[src/hdl/ttb_pkg.sv]
`timescale 1ns / 1ps
package ttb_pkg;

	localparam int PosW  = 33;
	localparam int TexW  = 17;
	localparam int DetW  = 35;
	localparam int RawW  = 51;
	localparam int MagW  = 50;
	localparam int MulW  = 34;
	localparam int ProdW = 68;
	localparam int QW    = 15;
	localparam int SumW  = 32;
	localparam int SqW   = 30;
	localparam int OutW  = 16;
	localparam int BitW  = 4;

	localparam logic [QW-1:0] UNIT_Q14 = 15'd16384;
	localparam logic [BitW-1:0] TOP_BIT = 4'd14;

	localparam logic [1:0] CORNER_0 = 2'd0;
	localparam logic [1:0] CORNER_1 = 2'd1;
	localparam logic [1:0] CORNER_2 = 2'd2;

	typedef struct packed {
		logic [1:0]         corner;
		logic signed [31:0] pos_x;
		logic signed [31:0] pos_y;
		logic signed [31:0] pos_z;
		logic signed [15:0] tex_u;
		logic signed [15:0] tex_v;
	} vtx_t;

	typedef struct packed {
		logic signed [15:0] tan_x;
		logic signed [15:0] tan_y;
		logic signed [15:0] tan_z;
		logic signed [15:0] bin_x;
		logic signed [15:0] bin_y;
		logic signed [15:0] bin_z;
		logic               degenerate;
	} basis_t;

	typedef struct packed {
		logic [2:0][PosW-1:0] d1;
		logic [2:0][PosW-1:0] d2;
		logic [TexW-1:0]      du1;
		logic [TexW-1:0]      dv1;
		logic [TexW-1:0]      du2;
		logic [TexW-1:0]      dv2;
	} delta_t;

	typedef enum logic [2:0] {
		S_IDLE, S_DET, S_VEC, S_MAG, S_SHIFT, S_SQ, S_BIT, S_DONE
	} state_t;

endpackage

[src/hdl/ttb_mul.sv]
`timescale 1ns / 1ps
module ttb_mul import ttb_pkg::*; (
	input  logic                    clk,
	input  logic signed [MulW-1:0]  a,
	input  logic signed [MulW-1:0]  b,
	output logic signed [ProdW-1:0] p
);

	always_ff @(posedge clk) begin
		p <= a * b;
	end

endmodule

[config.mk]
export PLATFORM = sky130hd
export DESIGN_NAME = ttb_mul
export DESIGN_NICKNAME = d
export VERILOG_FILES = /design/src/hdl/ttb_pkg.sv /design/src/hdl/ttb_mul.sv
export SDC_FILE = /design/constraint.sdc
export NUM_CORES = 2
export LEC_CHECK = 0
export ABC_AREA = 0
export ABC_CLOCK_PERIOD_IN_PS = 7700
export BUFFER_PORTS_ARGS = -buffer_cell sky130_fd_sc_hd__buf_2
export CAP_MARGIN = 20
export CELL_PAD_IN_SITES_DETAIL_PLACEMENT = 1
export CELL_PAD_IN_SITES_GLOBAL_PLACEMENT = 1
export CORE_ASPECT_RATIO = 2
export CORE_UTILIZATION = 33
export DETAILED_ROUTE_END_ITERATION = 6
export GPL_ROUTABILITY_DRIVEN = 0
export PLACE_DENSITY = 0.66
export SYNTH_ARGS = -nofsm -noshare
export SYNTH_HDL_FRONTEND = slang
export SYNTH_SLANG_ARGS = --single-unit
[constraint.sdc]
create_clock -name clk -period 7.7 [get_ports clk]
set_input_delay 0.385 -clock clk [delete_from_list [all_inputs] [get_ports clk]]
set_output_delay 0.385 -clock clk [all_outputs]
set_load 0.01 [all_outputs]
==> flow_metrics.tcl <==
set metrics [dict create \
    finalMaxSlewViolations 0 \
    synth-edff-count 0 \
    path_clk_slew_ns 0.07 \
    cp_common_cell "fa_1" \
    port_buffers 136 \
    cts_hold_buf 0 \
    drt.antenna.violating_nets 0 \
    vias_per_cell 4.81 \
    layout_common_cells "1230 x inv_1, 1227 x fa_1, 621 x and2_1, 542 x nand2_1, 484 x buf_4" \
    wl_mm 154 \
    vias 32200 \
    crit_buf_inv 9 \
    hold_viol_final 0 \
    max_freq_mhz 132 \
    syn_avg_cell_area_sq_um 9.45 \
    die_h_microns 513 \
    postSynthCellCount 4554 \
    firstDrtPassIters 4 \
    track_usage_pct 24.1 \
    clock_sinks 68 \
    cp_slowest_cell "fa_1" \
    dieArea_sq_um 132000 \
    ys_types 69 \
    worstSetupEndpointType "flop" \
    synth_fp_nets 6068 \
    worstMarginPinSlew_ns 0.559 \
    worstPathMaxFanout 17 \
    rows 187 \
    crit_type "primary input to flop" \
    slowest_delay_ns 0.53 \
    min_period_ns 7.55 \
    largest-register "p" \
    overflow 0 \
    syn_to_final_growth_pct 15.3 \
    cp-start-kind "primary input" \
    max_cap_viol_count 0 \
    nets 6492 \
    cts_tree "yes" \
    hp-class "primary input to flop" \
    async_reset_ff_share_pct 0 \
    setup_viol 0 \
    grt_start_max_net_pins 26 \
    cts_made_buffers 9 \
    critPathTopFamily "adder cells" \
    reg_top3 "p: 68 flops" \
    die_w_microns 257 \
    status "finished clean" \
    avgRoutedWirePerCell_microns 23.0 \
    grt_pass1_vias 39300 \
    final_common_cell "inv_1" \
    layout-drive-gt1-share_pct 14.4 \
    ys_ff_latch 68 \
    pre_cts_slack_ns -0.458 \
    worstPathArrival_ns 7.86 \
    nFillCells 15100 \
    required_ns 8.01 \
    core-area_sq_um 130000 \
    largest_reg_flops 68 \
    dr.first_iter.drc_count 947 \
    timing.final.ws_setup_ns 0.148 \
    grt_pass1_wl_mm 231 \
    hpwlAfterDp_mm 141 \
    io_pins 137 \
    seq_area_frac_synth_pct 3.16 \
    yosys_most_used_dff "dfxtp_1" \
    antenna_found_initial 17 \
    htreeDepth 3 \
    min_period_over_period_pct 98.1 \
    maxSlewHeadroom_pct 62.7 \
    yosysWarnings 0 \
    drc 0 \
    clock_tree.root_cell "clkbuf_16" \
    synthesis.area_sq_um 43000 \
    start_util_pct 33.2 \
    clockBufferDepth 2 \
]
## per-layer routing
layer	routed length (microns)	vias to the layer above	track usage, %
met2	89400	798	47.8
li1	-	13600	-
met1	39600	17200	18.5
met3	3370	573	2.26
met5	102	-	0
met4	21600	16	27.2
## metrics by stage
| step | utilization [%] | hold WS, ns | area [sq um] | setup TNS, ns | std cells |
|---|---|---|---|---|---|
| CTS | 38.1 | 0.626 | 49400 | 0 | 6680 |
| global placement | 37.8 | 0.777 | 49000 | -5.50 | 6664 |
| finish | 38.3 | 0.655 | 49600 | 0 | 6693 |
| floorplan | - | 0.512 | 43000 | 0 | 4554 |
| global route | 38.3 | 0.635 | 49600 | -0.175 | 6689 |
| detailed placement | 37.8 | 0.778 | 49000 | -8.08 | 6664 |
## timing repair
action	4_1_cts	5_1_grt
buffers inserted	0	4
endpoints found under the setup margin	3	22
pin swaps	0	13
gates cloned	0	0
gates resized for setup	2	67
## path summary, 6_finish.rpt
path,from,end,slack (ns),cells after the start
max,a[17],p[65],0.15,29
min,b[0],p[0],0.65,3
## kinds of logic after synthesis
family	synth area share, %
buf+inv	12.8
fa+ha+maj	63.7
simple gates	15.4
compound gates	3.35
xor+xnor	1.61
flops	3.16
## cells in the mapped netlist (3+ instances only)
cell type  count  area [sq um]
a211oi_1       6          45.0
a21o_1        37           278
a21oi_1       61           305
a221oi_1       3          26.3
a31oi_1        7          43.8
and2_1       621          3880
and3_1         5          31.3
and3_2         3          22.5
buf_4          4          30.0
clkbuf_1     214           803
dfxtp_1       68          1360
fa_1        1241         24800
ha_1         204          2550
inv_1       1231          4620
nand2_1      542          2030
nand2b_1      20           125
nand3_1       11          55.1
nand4_1       11          68.8
nor2_1        54           203
nor2b_1        9          56.3
nor3_1         5          25.0
o211ai_1       3          22.5
o21a_1         4          30.0
o21ai_0       31           155
o21ai_1        7          35.0
o21bai_1      12          90.1
o41ai_1        3          26.3
o41ai_2        3          48.8
or2_2          4          25.0
xnor2_1       56           490
xor2_1        23           201
## cell type report
| cell class | instances | area [sq um] | area share, % |
|---|---|---|---|
| Antenna cell | 9 | 22.5 | 0.0454 |
| Clock buffer | 9 | 225 | 0.454 |
| Clock inverter | 7 | 80.1 | 0.161 |
| Inverter | 1232 | 4620 | 9.32 |
| Multi-Input combinational cell | 3026 | 36300 | 73.1 |
| Sequential cell | 68 | 1360 | 2.74 |
| Tap cell | 1701 | 2130 | 4.29 |
| Timing Repair Buffer | 641 | 4900 | 9.88 |
Power is left out: the tool's default activity adds up to more than one toggle a clock period on the data nets, which glitch-free logic cannot reach.
