==> src/hdl/ttb_pkg.sv <==
`timescale 1ns / 1ps
package ttb_pkg;

	localparam int PosW  = 33;
	localparam int TexW  = 17;
	localparam int DetW  = 35;
	localparam int RawW  = 51;
	localparam int MagW  = 50;
	localparam int MulW  = 34;
	localparam int ProdW = 68;
	localparam int QW    = 15;
	localparam int SumW  = 32;
	localparam int SqW   = 30;
	localparam int OutW  = 16;
	localparam int BitW  = 4;

	localparam logic [QW-1:0] UNIT_Q14 = 15'd16384;
	localparam logic [BitW-1:0] TOP_BIT = 4'd14;

	localparam logic [1:0] CORNER_0 = 2'd0;
	localparam logic [1:0] CORNER_1 = 2'd1;
	localparam logic [1:0] CORNER_2 = 2'd2;

	typedef struct packed {
		logic [1:0]         corner;
		logic signed [31:0] pos_x;
		logic signed [31:0] pos_y;
		logic signed [31:0] pos_z;
		logic signed [15:0] tex_u;
		logic signed [15:0] tex_v;
	} vtx_t;

	typedef struct packed {
		logic signed [15:0] tan_x;
		logic signed [15:0] tan_y;
		logic signed [15:0] tan_z;
		logic signed [15:0] bin_x;
		logic signed [15:0] bin_y;
		logic signed [15:0] bin_z;
		logic               degenerate;
	} basis_t;

	typedef struct packed {
		logic [2:0][PosW-1:0] d1;
		logic [2:0][PosW-1:0] d2;
		logic [TexW-1:0]      du1;
		logic [TexW-1:0]      dv1;
		logic [TexW-1:0]      du2;
		logic [TexW-1:0]      dv2;
	} delta_t;

	typedef enum logic [2:0] {
		S_IDLE, S_DET, S_VEC, S_MAG, S_SHIFT, S_SQ, S_BIT, S_DONE
	} state_t;

endpackage

==> src/hdl/ttb_hold.sv <==
`timescale 1ns / 1ps
module ttb_hold import ttb_pkg::*; (
	input  logic   clk,
	input  logic   arst_n,
	input  logic   load,
	input  vtx_t   vtx,
	output delta_t delta
);

	logic [2:0][31:0] p0_q, p1_q;
	logic [15:0]      u0_q, v0_q, u1_q, v1_q;
	logic [2:0][31:0] p2;
	delta_t           delta_q;

	assign p2 = {vtx.pos_z, vtx.pos_y, vtx.pos_x};

	always_ff @(posedge clk or negedge arst_n) begin
		if (!arst_n) begin
			p0_q <= '0;
			p1_q <= '0;
			u0_q <= '0;
			v0_q <= '0;
			u1_q <= '0;
			v1_q <= '0;
		end else if (load) begin
			if (vtx.corner == CORNER_0) begin
				p0_q <= p2;
				u0_q <= vtx.tex_u;
				v0_q <= vtx.tex_v;
			end else if (vtx.corner == CORNER_1) begin
				p1_q <= p2;
				u1_q <= vtx.tex_u;
				v1_q <= vtx.tex_v;
			end
		end
	end

	always_ff @(posedge clk) begin
		if (load && vtx.corner == CORNER_2) begin
			for (int i = 0; i < 3; i++) begin
				delta_q.d1[i] <= {p1_q[i][31], p1_q[i]} - {p0_q[i][31], p0_q[i]};
				delta_q.d2[i] <= {p2[i][31], p2[i]} - {p0_q[i][31], p0_q[i]};
			end
			delta_q.du1 <= {u1_q[15], u1_q} - {u0_q[15], u0_q};
			delta_q.dv1 <= {v1_q[15], v1_q} - {v0_q[15], v0_q};
			delta_q.du2 <= {vtx.tex_u[15], vtx.tex_u} - {u0_q[15], u0_q};
			delta_q.dv2 <= {vtx.tex_v[15], vtx.tex_v} - {v0_q[15], v0_q};
		end
	end

	assign delta = delta_q;

endmodule

==> config.mk <==
export PLATFORM = sky130hd
export DESIGN_NAME = ttb_hold
export DESIGN_NICKNAME = d
export VERILOG_FILES = /design/src/hdl/ttb_pkg.sv /design/src/hdl/ttb_hold.sv
export SDC_FILE = /design/constraint.sdc
export NUM_CORES = 1
export LEC_CHECK = 0
export CAP_MARGIN = 15
export CORE_MARGIN = 2
export CORE_UTILIZATION = 60
export DETAILED_ROUTE_END_ITERATION = 10
export DONT_BUFFER_PORTS = 1
export PLACE_DENSITY = 0.74
export SLEW_MARGIN = 20
export SYNTH_ARGS = -nofsm -noshare
export SYNTH_HDL_FRONTEND = slang
export SYNTH_SLANG_ARGS = --single-unit
==> constraint.sdc <==
create_clock -name clk -period 3.06 [get_ports clk]
set_input_delay 0.459 -clock clk [delete_from_list [all_inputs] [get_ports clk]]
set_output_delay 0.459 -clock clk [all_outputs]
set_load 0.01 [all_outputs]
==> flow_summary.json, run 1 <==
{
  "skew_ps": 17.0,
  "syn_area_per_cell_sq_um": 10.7,
  "max_cap_violations": 0,
  "multi_input_area_sq_mm": 0.0152,
  "gr-total-overflow": 0,
  "die-area_sq_mm": 0.0526,
  "wirelength_mm": 78.1,
  "yosysTopAreaCell": "edfxtp_1",
  "grt_max_degree": 257,
  "arrival_ps": 3360,
  "violations": "hold timing",
  "drtIter0Drc": 1458,
  "grt_usage": 0.296,
  "path_max_fanout": 3,
  "synth_edf_count": 266,
  "htree_num_levels": 2,
  "synth.most_common_cell": "edfxtp_1",
  "grt_pass1_wl_mm": 124,
  "startpoint_type": "register",
  "power.density_mw_per_mm2": 771,
  "drv_slew": 0,
  "setup.worst_path.end_class": "register",
  "synth_xor_area_frac": 0.0561,
  "die_x_um": 229,
  "syn_nets": 3258,
  "synth_cell_types": 100,
  "gp_congestion": 0.926,
  "fin_nets": 3440,
  "reg2reg_to": "delta[192]",
  "synthAdderAreaFrac": 0.112,
  "synth_area_sq_mm": 0.0305,
  "startpoint": "p0_q[1]",
  "ys_seq_area_frac": 0.472,
  "synth_top_family_by_area": "compound AO/OA/AOI/OAI gates",
  "cts_root_buf": "clkbuf_16",
  "timing.fmax_mhz": 332,
  "ys_async_sr_fraction": 0.490,
  "clock_tree.buffer_depth": 3,
  "nFillCells": 3535,
  "setup_violations": 0,
  "first_pass_iters": 5,
  "drive_above_1_share": 0.132,
  "num_io_pins": 399,
  "finalCriticalPeriod_ps": 3010,
  "yosys-top-cells-count": "266 x edfxtp_1, 263 x nand2_1, 256 x dfrtp_1, 256 x ha_1, 213 x inv_1",
  "yosysWarnings": 0,
  "drtAntennaViolNets": 0,
  "cts_buffers": 56,
  "irDropWorstVdd_mv": 0.496,
  "layout_worst_path_cycle_share": 0.983,
  "routedWlPerCell_um": 20.8,
  "power.leakage_nw": 14.7,
  "synthMuxAreaShare": 0.0462,
  "hold_slack_ps": -453,
  "synth.area.top_cells": "edfxtp_1 26%, dfrtp_1 21%, ha_1 11%, mux2_2 4.6%, xnor2_1 3.9%",
  "yosys.area_share.simple": 0.112,
  "grt_pass1_vias": 22881,
  "cts.sinks": 522,
  "seq_area_sq_mm": 0.0144,
  "r2r_slack_ps": 50,
  "num_vias": 22816,
  "ff2ff_path_depth": 11,
  "cts_tree": "done",
  "die_height_um": 229,
  "synth_top_area_share": 0.262,
  "tightest_slew_ps": 762,
  "p_total_mw": 27.0,
  "ctsHoldBuffers": 128,
  "crit_path_end": "delta[192]",
  "via_per_inst": 6.07,
  "synth_ff_type": "edfxtp_1",
  "drc_errors": 0,
  "slew_headroom": 0.492,
  "syn_to_final_growth_pct": 14.8,
  "clock_latency_ps": 620,
  "syn-instance-count": 2859,
  "synth_compound_area_frac": 0.166,
  "crit_type": "reg -> reg",
  "antenna_found_initial": 0,
  "r2r_start": "p0_q[1]",
  "portBuffers": 0,
  "hold_viol_final": 256,
  "status": "finished, violations left",
  "rows": 82,
  "core-area_sq_mm": 0.0502,
  "critPathRequiredTime_ps": 3410,
  "start_util": 0.607,
  "worstHoldPathType": "in -> async",
  "synth_seq_cells": 522,
  "cts.clk_slew.worst_paths_ps": 60,
  "dp_hpwl_mm": 55.2,
  "setup-tns-final_ps": 0
}
## layout by cell type (no fill, tap or decap), types with 53 or more instances in the layout
cell type / count
dfrtp_1: 254
inv_1: 211
ha_1: 256
nor3_1: 53
nor2_1: 148
xor2_1: 59
nand2_1: 263
clkbuf_16: 58
edfxtp_1: 266
nand3_1: 59
mux2_2: 124
a21o_1: 88
xnor2_1: 136
o21ai_0: 204
a21oi_1: 177
buf_4: 59
dlygate4sd3_1: 128
## critical path, stage by stage, from the launching register on
cell      delay, ps
dfrtp_1         370
inv_1           100
ha_1            240
nor2b_1         160
o31ai_2         270
a211oi_2        130
nor3_1          360
o21ai_0         220
and3_1          280
a21oi_1         300
o21ai_0         170
xor2_1          160
## metrics by stage
stage	worst slack (ps)	util	cells	instance area (sq um)
after floorplan	-158	-	2859	30500
after global placement	14.3	0.629	3516	31600
after detailed placement	-46.8	0.629	3516	31600
after CTS	8.97	0.692	3748	34700
after global routing	-40.5	0.697	3759	35000
final	51.3	0.697	3760	35000
## how the worst min path moves through the flow
stage / start / end / slack [ps] / depth (start not counted)
6_report: arst_n / p1_q[48] / -450 / 0
5_1_grt: arst_n / p1_q[49] / -490 / 0
4_1_cts: arst_n / p1_q[48] / -480 / 0
3_5_place_dp: arst_n / p1_q[48] / 170 / 0
3_3_place_gp: arst_n / p1_q[48] / 170 / 0
2_1_floorplan: arst_n / p0_q[0] / 160 / 0
## registers in the layout (all words and copies together) (netlist names)
name	flops
delta	266
p0_q	96
p1_q	96
u0_q	16
u1_q	16
v0_q	16
v1_q	16
## layout make-up
class                      count  area share
clock buffer                  71      0.0443
tap                          672      0.0240
sequential                   522       0.412
multi-input combinational   2053       0.434
inverter                     213      0.0229
timing repair buffer         195      0.0539
clock inverter                33     0.00952
antenna                        1   0.0000716
## where the power goes
group | internal [mW] | switching (mW) | total [mW]
clock network | 4.08 | 2.85 | 6.94
logic | 4.46 | 5.94 | 10.4
registers | 9.00 | 0.635 | 9.63
## kinds of logic after synthesis
kind of cell / after synthesis
adder cells (fa/ha/maj): 266
AO/OA/AOI/OAI: 752
buffers and inverters: 284
flip-flops: 522
multiplexers: 125
AND/OR/NAND/NOR: 715
XOR/XNOR: 195
## routing by layer
| metal | wire [um] | up-vias | track usage |
|---|---|---|---|
| met5 | 0 | - | 0 |
| met1 | 32400 | 11037 | 0.387 |
| met2 | 36300 | 883 | 0.480 |
| li1 | - | 10704 | - |
| met3 | 5990 | 192 | 0.0618 |
| met4 | 3340 | 0 | 0.122 |
## repair_timing
action                     in CTS  in global routing
hold endpoints to repair      502                256
pin swaps                       0                 20
gates resized for setup         1                 44
setup buffers                   0                 11
setup endpoints to repair       1                 39
No activity file was read; power rests on OpenSTA's default activity.
==> run 2, diff against run 1 <==
Settings changed: PLACE_DENSITY 0.74 to 0.75.
==> flow_summary.json, run 2 (synthesis results as in run 1) <==
{
  "r2r_start": "u0_q[1]",
  "clock_latency_ps": 610,
  "drc_errors": 0,
  "crit_type": "reg -> reg",
  "startpoint_type": "register",
  "core-area_sq_mm": 0.0502,
  "gr-total-overflow": 0,
  "final_cell_mix": "266 x edfxtp_1, 263 x nand2_1, 255 x ha_1, 255 x dfrtp_1, 212 x inv_1",
  "slew_headroom": 0.359,
  "setup.worst_path.end_class": "register",
  "die_x_um": 229,
  "max_cap_violations": 0,
  "drtIter0Drc": 1578,
  "irDropWorstVdd_mv": 0.562,
  "r2r_slack_ps": 70,
  "hold_slack_ps": -451,
  "dp_hpwl_mm": 55.6,
  "path_max_fanout": 3,
  "slowest_stage": "or4_1",
  "dpl.cell_count": 3509,
  "portBuffers": 0,
  "power.density_mw_per_mm2": 774,
  "first_pass_iters": 8,
  "critPathRequiredTime_ps": 3520,
  "diodes": 0,
  "skew_ps": 13.4,
  "slowest_delay_ps": 440,
  "fin_nets": 3434,
  "path_cells": "inv_1, ha_1, nor2b_4, o21a_1, o21ai_2, a21oi_2, a221o_2, o41ai_4, o211ai_2, or4_1, nand3_1",
  "cts_tree": "done",
  "clock_tree.buffer_depth": 3,
  "final_common_cell": "edfxtp_1",
  "grt_usage": 0.294,
  "layout_worst_path_cycle_share": 0.979,
  "cts.sinks": 522,
  "fin_cells": 3753,
  "grt_pass1_vias": 22669,
  "start_util": 0.607,
  "power.leakage_nw": 14.7,
  "routedWlPerCell_um": 21.0,
  "wirelength_mm": 78.7,
  "htree_num_levels": 2,
  "tightest_slew_ps": 959,
  "rows": 82,
  "cts_root_buf": "clkbuf_16",
  "num_io_pins": 399,
  "arrival_ps": 3460,
  "drv_slew": 0,
  "ctsHoldBuffers": 128,
  "timing.fmax_mhz": 334,
  "syn_to_final_growth_pct": 14.9,
  "reg2reg_to": "delta[66]",
  "die-area_sq_mm": 0.0526,
  "violations": "hold timing",
  "status": "finished, violations left",
  "gp_congestion": 0.953,
  "nFillCells": 3588,
  "finalCriticalPeriod_ps": 2990,
  "p_total_mw": 27.1,
  "antenna_found_initial": 1,
  "via_per_inst": 6.04,
  "die_height_um": 229,
  "ff2ff_path_depth": 11,
  "largest_register_ffs": 266,
  "hold_viol_final": 256,
  "grt_max_degree": 257,
  "grt_pass1_wl_mm": 123,
  "num_vias": 22684,
  "cts_buffers": 55,
  "drtAntennaViolNets": 0,
  "cts.clk_slew.worst_paths_ps": 60,
  "drive_above_1_share": 0.130,
  "worstHoldPathType": "in -> async",
  "setup_violations": 0
}
[run 2: cell type report]
type	instances	area, sq um	share of cell area
Multi-Input combinational cell	2053	15100	0.433
Timing Repair Buffer	190	1880	0.0538
Inverter	213	800	0.0228
Tap cell	672	841	0.0240
Clock inverter	28	354	0.0101
Clock buffer	75	1590	0.0453
Sequential cell	522	14400	0.411
[run 2: how the worst max path moves through the flow]
stage	cells after the start	start	end	slack, ps
after detailed placement	12	vtx[64]	delta[133]	-50
after CTS	12	u1_q[0]	delta[67]	60
final	11	u0_q[1]	delta[66]	70
after global placement	12	vtx[64]	delta[133]	-6
after floorplan	1	vtx[128]	delta[0]	-160
after global routing	11	v0_q[0]	delta[16]	-60
[run 2: stage by stage]
step           setup TNS, ps  hold WS (ps)   util  setup WS (ps)  cell area [sq um]
4_1_cts                    0          -491  0.693           56.7              34800
3_5_place_dp           -48.8           169  0.629          -48.8              31500
6_report                   0          -451  0.698           65.8              35000
3_3_place_gp           -5.83           169  0.629          -5.83              31500
5_1_grt                 -131          -488  0.698          -62.2              35000
2_1_floorplan         -42160           163      -           -158              30500
[run 2: critical path, delay by kind of cell (launching register included)]
kind | cells | cell delay (ps)
DFF | 1 | 410
and+or+nand+nor | 3 | 660
adders and majority gates | 1 | 300
AOI/OAI and AO/OA | 6 | 1370
buffers and inverters | 1 | 100
[run 2: timing repair]
action,CTS,global route
pin swaps,0,17
resized for setup,1,42
setup endpoints to repair,1,37
hold endpoints to repair,502,256
buffers inserted,0,13
[run 2: metal layers]
| layer | GRT usage | part of all wire |
|---|---|---|
| met1 | 0.374 | 0.41 |
| met2 | 0.490 | 0.48 |
| met3 | 0.0696 | 0.077 |
| met4 | 0.107 | 0.035 |
| met5 | 0 | 0.00017 |
[run 2: report_power, final]
part / switching [mW] / internal, mW
Clock: 2.85 / 4.30
Sequential: 0.643 / 9.00
Combinational: 5.88 / 4.43
==> run 3, diff against run 2 <==
Settings changed: CORE_UTILIZATION 60 to 59, PLACE_DENSITY 0.75 to 0.78, SLEW_MARGIN 20 to unset.
Clock period 3.06 ns to 2.7 ns, I/O delays scaled along.
==> flow_summary.json, run 3 (synthesis results as in run 1) <==
{
  "rows": 83,
  "layout_setup_ws_ps": -227,
  "cts.sinks": 522,
  "via_per_inst": 6.15,
  "power.leakage_nw": 16.5,
  "cp_top_family": "compound AO/OA/AOI/OAI gates",
  "drc_errors": 0,
  "num_io_pins": 399,
  "first_pass_iters": 9,
  "cts_root_buf": "clkbuf_16",
  "timing.fmax_mhz": 342,
  "cts_buffers": 56,
  "p_total_mw": 34.1,
  "clock_tree.buffer_depth": 3,
  "drv_slew": 0,
  "grt_pass1_vias": 25028,
  "critPathRequiredTime_ps": 3060,
  "startpoint_type": "register",
  "num_vias": 25048,
  "slew_headroom": 0.341,
  "cts_tree": "done",
  "drtAntennaViolNets": 0,
  "syn_to_final_growth_pct": 27.4,
  "start_util": 0.595,
  "hold_slack_ps": -524,
  "wirelength_mm": 90.6,
  "final_common_cell": "buf_4",
  "status": "finished, violations left",
  "cts.clk_slew.worst_paths_ps": 70,
  "worstHoldPathType": "in -> async",
  "grt_usage": 0.317,
  "slowest_delay_ps": 430,
  "grt_pass1_wl_mm": 135,
  "final_cell_mix": "330 x buf_4, 266 x edfxtp_1, 262 x nand2_1, 254 x dfrtp_1, 217 x ha_1",
  "power.density_mw_per_mm2": 878,
  "grt_max_degree": 257,
  "path_max_fanout": 3,
  "arrival_ps": 3290,
  "ctsHoldBuffers": 128,
  "post-route-util": 0.758,
  "drtIter0Drc": 2059,
  "setup_violations": 56,
  "die_height_um": 231,
  "antenna_found_initial": 5,
  "finalCriticalPeriod_ps": 2930,
  "setup-tns-final_ps": -4630,
  "gp_congestion": 0.923,
  "critical_path_buf_inv_count": 1,
  "violations": "hold timing, setup timing",
  "rsz0062_at_grt": "yes",
  "pre_cts_ws_ps": -321,
  "layout_worst_path_cycle_share": 1.08,
  "setup.worst_path.end_class": "register",
  "slowest_stage": "dfrtp_2",
  "portBuffers": 0,
  "gr-total-overflow": 0,
  "skew_ps": 21.9,
  "clock_latency_ps": 620,
  "hold_viol_final": 256,
  "core-area_sq_mm": 0.0512,
  "htree_num_levels": 2,
  "path_cells": "ha_4, fa_2, nor2b_2, o31a_1, o211ai_2, a21oi_2, o41ai_2, nor4_1, buf_4, nor3b_2, nor3_1, xnor2_1",
  "dp_hpwl_mm": 58.0,
  "tightest_slew_ps": 963,
  "drive_above_1_share": 0.272,
  "largest_register_ffs": 266,
  "fin_nets": 3739,
  "routedWlPerCell_um": 22.2,
  "die_x_um": 231,
  "irDropWorstVdd_mv": 0.672,
  "die-area_sq_mm": 0.0535,
  "max_cap_violations": 0,
  "crit_type": "reg -> reg"
}
run 3: cell count changes in the layout (fill, tap and decap cells not counted), moves of 15 or more:
cell	previous run	this run
ha_1	255	217
buf_6	0	25
ha_4	1	36
o21ai_0	201	178
o21ai_2	10	33
a21oi_2	20	49
buf_4	51	330
inv_2	1	25
inv_1	212	187
nor2b_1	40	25
a21oi_1	176	139
run 3: final cells by class:
type                    count  area, sq um
repair buffers            494         4270
flip-flops and latches    522        14400
fillers                  3055        12400
multi-input cells        2053        16600
well taps                 680          851
clock inverters            36          385
clock buffers              68         1500
diodes                      6         15.0
inverters                 213          802
run 3: repair_timing:
| action | in CTS | in global routing |
|---|---|---|
| resized for setup | 158 | 211 |
| setup endpoints to repair | 90 | 109 |
| buffers inserted | 57 | 44 |
| pin swaps | 120 | 115 |
| hold endpoints to repair | 509 | 256 |
run 3: path summary, 6_finish.rpt:
| kind | from | to | slack (ps) | cells after the start |
|---|---|---|---|---|
| worst min register to register | v1_q[0] | v1_q[0] | 510 | 2 |
| min in group clk | vtx[17] | u1_q[1] | 50 | 2 |
| worst min-delay path | arst_n | p1_q[46] | -520 | 0 |
| worst max-delay path | p0_q[0] | delta[94] | -230 | 12 |
| max in group asynchronous | arst_n | p1_q[20] | 2760 | 0 |
| worst max register to register | p0_q[0] | delta[94] | -230 | 12 |
run 3: metrics by stage:
stage	instance area [sq um]	instances
after floorplan	30500	2859
after global placement	33300	3741
after detailed placement	33300	3741
after CTS	37500	4028
after global routing	38800	4069
final	38800	4072
run 3: per-layer routing:
metal / wire (um) / up-vias / global-route usage
met4: 4280 / 2 / 0.126
met2: 44300 / 1188 / 0.546
li1: - / 11309 / -
met1: 34600 / 12225 / 0.383
met5: 11 / - / 0
met3: 7350 / 324 / 0.0754
run 3: power breakdown:
group,internal (mW),switching (mW)
clock network,4.62,3.32
logic,7.11,8.04
registers,10.2,0.787
